## src/sv/ltp_two_ring_histogram_assert.svh

```systemverilog
// ----------------------------------------------------------------------------
// ltp_two_ring_histogram_assert.svh
// Assertion macros used by the queue of the two-ring LTP histogram RTL.
// ----------------------------------------------------------------------------
`ifndef LTP_TWO_RING_HISTOGRAM_ASSERT_SVH
`define LTP_TWO_RING_HISTOGRAM_ASSERT_SVH

// same-cycle implication, checked on clk, disabled in reset
`define LTP_ASSERT_NOW(lbl, ante, cons, msg) \
    lbl: assert property (@(posedge clk) disable iff (!rst_n) (ante) |-> (cons)) \
        else $error(msg);

// next-cycle implication
`define LTP_ASSERT_NEXT(lbl, ante, cons, msg) \
    lbl: assert property (@(posedge clk) disable iff (!rst_n) (ante) |=> (cons)) \
        else $error(msg);

`endif

```

## src/sv/ltp_pkg.sv

```systemverilog
// ----------------------------------------------------------------------------
// ltp_pkg
// Types, codes and the uniform-pattern table of the two-ring LTP histogram.
// ----------------------------------------------------------------------------
package ltp_pkg;

    localparam int FIFO_DEPTH = 8;
    localparam int LEVEL_BITS = $clog2(FIFO_DEPTH + 1);
    localparam int SIZE_BITS  = 14;

    localparam logic [5:0] NONUNIFORM = 6'd58;

    localparam logic [1:0] MODE_PUSH  = 2'd0;
    localparam logic [1:0] MODE_READ  = 2'd1;
    localparam logic [1:0] MODE_CLEAR = 2'd2;

    localparam logic [1:0] REG_THRESHOLD = 2'd0;
    localparam logic [1:0] REG_WIDTH     = 2'd1;
    localparam logic [1:0] REG_HEIGHT    = 2'd2;

    localparam logic KIND_PATTERN = 1'b0;
    localparam logic KIND_COUNT   = 1'b1;

    typedef enum logic [1:0] {
        OP_PATTERN,
        OP_READ,
        OP_CLEAR
    } ltp_op_t;

    typedef struct packed {
        logic [1:0] mode;
        logic [7:0] pixel;
        logic [7:0] bin_index;
    } ltp_req_t;

    typedef struct packed {
        logic        kind;
        logic [5:0]  inner_above;
        logic [5:0]  inner_below;
        logic [5:0]  outer_above;
        logic [5:0]  outer_below;
        logic [15:0] bin_count;
    } ltp_rsp_t;

    typedef struct packed {
        logic [7:0]  threshold;
        logic [10:0] image_width;
        logic [12:0] image_height;
    } ltp_cfg_t;

    typedef struct packed {
        ltp_op_t        op;
        logic [3:0][5:0] idx;
        logic [7:0]     bin_index;
    } ltp_entry_t;

    typedef struct packed {
        logic                  empty;
        logic [LEVEL_BITS-1:0] level;
    } ltp_fifo_stat_t;

    typedef logic [5:0] uni_lut_t [256];

    function automatic uni_lut_t build_uni_lut();
        uni_lut_t   lut;
        int         rank;
        logic [7:0] x;
        logic [7:0] d;
        rank = 0;
        for (int v = 0; v < 256; v++)
        begin
            x = 8'(v);
            d = x ^ {x[0], x[7:1]};
            if ($countones(d) <= 2)
            begin
                lut[v] = 6'(rank);
                rank++;
            end
            else
            begin
                lut[v] = NONUNIFORM;
            end
        end
        return lut;
    endfunction

    localparam uni_lut_t UNI_LUT = build_uni_lut();

endpackage

```

## src/sv/ltp_fifo.sv

```systemverilog
// ----------------------------------------------------------------------------
// ltp_fifo
// Short queue of classified transactions between front end and histogram.
// ----------------------------------------------------------------------------
`include "ltp_two_ring_histogram_assert.svh"

module ltp_fifo (
    input  logic                    clk,
    input  logic                    rst_n,
    input  logic                    push,
    input  ltp_pkg::ltp_entry_t     push_entry,
    input  logic                    pop,
    output ltp_pkg::ltp_entry_t     head,
    output ltp_pkg::ltp_fifo_stat_t stat
);
    import ltp_pkg::*;

    localparam int PW = $clog2(FIFO_DEPTH);

    ltp_entry_t            fifo_reg [FIFO_DEPTH];
    logic [PW-1:0]         wr_ptr_reg, rd_ptr_reg;
    logic [LEVEL_BITS-1:0] level_reg, level_next;

    always_comb
    begin
        level_next = level_reg;
        if (push && !pop)
        begin
            level_next = level_reg + 1'b1;
        end
        else if (pop && !push)
        begin
            level_next = level_reg - 1'b1;
        end
    end

    always_ff @(posedge clk or negedge rst_n)
    begin
        if (!rst_n)
        begin
            wr_ptr_reg <= '0;
            rd_ptr_reg <= '0;
            level_reg  <= '0;
        end
        else
        begin
            if (push)
            begin
                wr_ptr_reg <= wr_ptr_reg + 1'b1;
            end
            if (pop)
            begin
                rd_ptr_reg <= rd_ptr_reg + 1'b1;
            end
            level_reg <= level_next;
        end
    end

    always_ff @(posedge clk)
    begin
        if (push)
        begin
            fifo_reg[wr_ptr_reg] <= push_entry;
        end
    end

    assign head       = fifo_reg[rd_ptr_reg];
    assign stat.empty = (level_reg == '0);
    assign stat.level = level_reg;

    `LTP_ASSERT_NOW(a_no_overflow, push && !pop,
        level_reg != LEVEL_BITS'(FIFO_DEPTH), "queue overflow")
    `LTP_ASSERT_NOW(a_no_underflow, pop, level_reg != '0, "queue underflow")
    `LTP_ASSERT_NEXT(a_level_up, push && !pop,
        level_reg == $past(level_reg) + 1'b1, "queue level did not advance")

endmodule

```

## config.mk

```make
export PLATFORM = sky130hd
export DESIGN_NAME = ltp_fifo
export DESIGN_NICKNAME = d
export VERILOG_FILES = /design/src/sv/ltp_pkg.sv /design/src/sv/ltp_fifo.sv
export VERILOG_INCLUDE_DIRS = /design/src /design/src/sv
export SDC_FILE = /design/constraint.sdc
export NUM_CORES = 1
export LEC_CHECK = 0
export ABC_AREA = 1
export ABC_CLOCK_PERIOD_IN_PS = 3150
export BUFFER_PORTS_ARGS = -buffer_cell sky130_fd_sc_hd__buf_2
export CORE_MARGIN = 2
export CORE_UTILIZATION = 55
export DETAILED_ROUTE_END_ITERATION = 10
export PLACE_DENSITY_LB_ADDON = 0.05
export SKIP_CTS_REPAIR_TIMING = 1
export SLEW_MARGIN = 10
export SYNTH_ARGS = -nofsm -noshare
export SYNTH_HDL_FRONTEND = slang
export SYNTH_SLANG_ARGS = --single-unit
```

## constraint.sdc

```tcl
create_clock -name clk -period 3.15 [get_ports clk]
set_input_delay 0.315 -clock clk [delete_from_list [all_inputs] [get_ports clk]]
set_output_delay 0.315 -clock clk [all_outputs]
set_load 0.02 [all_outputs]
```

After elaboration in Yosys (flattened, before gate mapping). Memories as Yosys holds them, arrays and structs flattened. Cells that the tools add are included.

$add $sub $neg: 4. Multiplexer cells: 4. Reductions and logical operators: 6.

Operator list (count): 2-to-1 mux 4 bit (2); adder 3 x 1 -> 3 bit, second input constant (2); adder 4 x 1 -> 4 bit, second input constant (1); zero test 4 bit (1); subtractor 4 x 1 -> 4 bit, second input constant (1); logical AND 1 bit (2); zero test 1 bit (2); 2-to-1 mux 1 bit (2); nonzero test 2 bit (1).

Flip-flop bits (word level): 10. Memory bits (writable): 272. Bits of input ports: 38. Word-level logic and storage cells: 18. Memories: 1.

Memory list: fifo_reg (depth 8, width 34, rd ports 1, clocked after memory_dff 0, wr ports 1, line ltp_fifo.sv:20) `ltp_entry_t fifo_reg [FIFO_DEPTH];`.

Logic depth before layout (Yosys ltp).
Word-level depth: 4. Mapped depth: 10.

Worst setup path before layout. No wires, ideal clock.

Kind: register to register. From: register wr_ptr_reg[0]. To: memory fifo_reg[0][0] (netlist name) (enable). Arrival: 2172 ps. Data required time: 2725 ps. Slack: 553 ps. Cell stages (with the launch flop): 3. Path buffers: 0. Period minus slack after synthesis: 2597 ps. Path through: dfrtp_1 -> or2_2 -> nor2_1.

RTL lines: start: declaration (line ltp_fifo.sv:21) `logic [PW-1:0] wr_ptr_reg, rd_ptr_reg;`; start signal: assignment (line ltp_fifo.sv:49) `wr_ptr_reg <= wr_ptr_reg + 1'b1;`; end: declaration (line ltp_fifo.sv:20).

No word-level cell before the write port.

==> metrics.md <==
| Metric | Value |
|---|---|
| Highest clock rate | 0.3768 GHz |
| Post-Syn Nets | 1023 |
| Crit path kind | register to output port |
| Synth Flop Type | edfxtp_1 |
| Hold Fails Final Rpt | 0 |
| CTS buffer count | 28 |
| Worst hold slack | 0.03355 ns |
| Synth top area share | 71.63% |
| Setup crit end kind | output port |
| DR WL/cell | 17.54 um |
| Final Max Tran Viols | 0 |
| Final #Nets | 1097 |
| Core footprint | 0.02030 mm2 |
| Post-synth EDFFs | 272 |
| Critical Path AT | 2.34 ns |
| Total power | 12.41 mW |
| Ys Warns | 0 |
| Dpl cells | 1292 |
| Synth Area in Adders | 0.7242% |
| Post-synthesis sequential area ratio | 73.82% |
| Met2 usage | 36.00% |
| Required @ worst endpoint | 2.83 ns |
| Final Util | 64.34% |
| Post-synthesis simple-gate area fraction | 15.95% |
| M1 GR Usage | 30.08% |
| RSZ-0062 raised after global routing | no |
| Die W | 148.0 um |
| First-pass GRT wire length | 36.98 mm |
| Post-synth top cells | nand2_1, edfxtp_1, nor2_1 |
| Largest family of logic cells by synthesized area | simple AND/OR/NAND/NOR gates |
| Number of max-cap violations | 0 |
| Synth area leader | edfxtp_1 |
| Worst-Skew Late Latency | 0.53 ns |
| Buffers added on ports | 76 |
| DR iter-0 viols | 496 |
| Register-to-Register Path Depth | 3 |
| Share of layout cells above drive strength 1 | 13.67% |
| Grt met3 use | 2.994% |
| CTS tree | yes |
| Startpoint types | register |
| Relative slew slack | 38.43% |
| CTS root buf | clkbuf_16 |
| Compound-Gate Fraction of Synth Area | 6.144% |
| Power Dens Cells | 950.1 mW/mm2 |
| Antenna-violating nets left | 0 |
| Leakage power | 5.004 nW |
| Clock power share | 26.0% |
| Final Skew | 0.01012 ns |
| Final Worst Setup Slack | 0.4961 ns |
| Antenna violations before repair | 1 |
| Final Critical Period | 2.654 ns |
| Residual DRC | 0 |
| Async S/R FF share, synth | 3.546% |
| Layout Cells excl Fill | 1346 |
| CP max FO | 46 |
| H-tree levels | 1 |
| Placed instance area | 0.01215 mm2 |
| # setup viols final | 0 |
| Register-to-register setup slack | 1.30 ns |
| RR Endpoint | fifo_reg[4][14] |
| Sw Share | 37.05% |
| Status | finished clean |
| Worst vdd ir | 0.5847 mV |
| FF+latch count, synth | 282 |
| Worst stage delay on the critical path | 0.50 ns |
| Worst Hold Class | primary input to register |
| Multiplexer share of the synthesized area | 0% |
| Slowest CP cell | dfrtp_4 |
| Clk pin slew, worst setup/hold paths | 0.06 ns |
| Grt ovf | 0 |
| Crit path from | rd_ptr_reg[0] |
| Combinational share of power | 36.1% |
| P&R area growth vs syn | 14.54% |
| # rows | 52 |
| WL final | 23.61 mm |
| Vias per cell | 5.328 |
| CTS max path bufs | 3 |
| Xor/xnor share of the synthesized area | 0.3840% |
| Internal | 7.811 mW |
| CP Cell Sequence | inv_4 -> buf_12 -> nand2_1 -> nand2_1 -> nand2_1 -> o21ai_1 -> nand2_1 -> nand2_1 -> buf_2 |
| Largest net degree at the start of global routing | 139 |
| Placer Congestion | 0.7519 |
| Die H | 148.0 um |
| Via count | 7171 |
| Syn Std Cell Area | 0.01140 mm2 |
| Cells after Synth | 979 |
| Fin Setup TNS | 0 ns |
| Count leader, synth | nand2_1 |
| Mean Syn Cell Area | 11.65 um2 |
| Fillers | 1570 |
| Die ar. | 0.02190 mm2 |
| Crit share post-route | 84.25% |
| Initial core utilization | 56.18% |
| Worst slew pin tran | 0.9235 ns |
| Most frequent CP cell | nand2_1 |
| DP Wirelength | 12.16 mm |
| Final Cell Area | 0.01306 mm2 |
| R2R Path Start | wr_ptr_reg[0] |
| Io pins | 77 |
| Vias in the first global route | 6987 |
| WHS Path Cells | 2 |
| Count of cell types in the netlist | 24 |
| Gr busiest metal | met2 |
| Sequential power share | 37.9% |
| Largest cells by area after synthesis | edfxtp_1, nand2_1, o21ai_1 |
| TritonCTS Sinks | 282 |
| GRT Total Usage | 21.60% |
| Max reg flops | 272 |
| Place WS | 1.046 ns |
| Drt first pass iters | 5 |
| Worst Setup EP | head[33] |
| NetSw | 4.598 mW |
## power groups by stage
stage / clock network, mW / logic [mW] / registers, mW
CTS: 3.29 / 4.54 / 4.70
finish: 3.23 / 4.48 / 4.70
global placement: 0 / 4.47 / 4.77
floorplan: 0 / 3.11 / 4.79
detailed placement: 0 / 4.51 / 4.78
global route: 3.43 / 5.01 / 4.73
## worst min path at each step
stage                      from             to  slack (ns)
after floorplan           rst_n   level_reg[0]        0.02
after global placement    rst_n  rd_ptr_reg[0]        0.20
after CTS                 rst_n  wr_ptr_reg[1]       -0.36
final                       pop  rd_ptr_reg[0]        0.03
after global routing        pop  rd_ptr_reg[0]        0.04
after detailed placement  rst_n  wr_ptr_reg[0]        0.20
## cells by family after synthesis
family                     count (synthesis)
adders and majority gates                  6
buffers and inverters                     64
xor gates and xnor gates                   5
and+or+nand+nor                          482
AOI/OAI and AO/OA                        140
DFF                                      282
## metal layers
| layer | up-vias | part of all wire [%] |
|---|---|---|
| met2 | 190 | 48 |
| met4 | 0 | 2.2 |
| met5 | - | 0 |
| met1 | 3448 | 44 |
| met3 | 45 | 5.2 |
| li1 | 3488 | - |
## area by class of cell
type | instances | area (um2) | area share (%)
flip-flops and latches | 282 | 8423 | 64.49
inverters | 13 | 51.30 | 0.3928
clock buffers | 35 | 748.2 | 5.729
repair buffers | 95 | 638.1 | 4.886
clock inverters | 17 | 153.9 | 1.178
well taps | 270 | 337.8 | 2.586
multi-input cells | 633 | 2706 | 20.72
diodes | 1 | 2.502 | 0.01916
## placed cells by master, fill, tap and decap left out
master and count:
clkinvlp_4 1, clkbuf_1 6, ha_1 5, nor2_1 69
dlygate4sd3_1 1, buf_4 9, clkinv_1 8, a21oi_1 1
fa_1 1, clkinv_2 6, nor2_4 8, nand3_1 2
clkbuf_16 29, o21ai_1 72, bufinv_16 3, dfrtp_1 8
buf_12 9, inv_4 1, inv_1 10, xor2_1 3
buf_2 76, nor4_1 1, inv_2 1, nand2_1 400
diode_2 1, xnor2_1 2, o21ai_0 67, edfxtp_1 272
or2_2 2, dfrtp_2 1, dfrtp_4 1
## critical path, delay by kind of cell, from the launching register on
family | cells | cell delay (ns)
and+or+nand+nor | 5 | 0.39
buffers and inverters | 3 | 0.80
AOI/OAI and AO/OA | 1 | 0.11
DFF | 1 | 0.50
No activity file was read; power rests on OpenSTA's default activity.
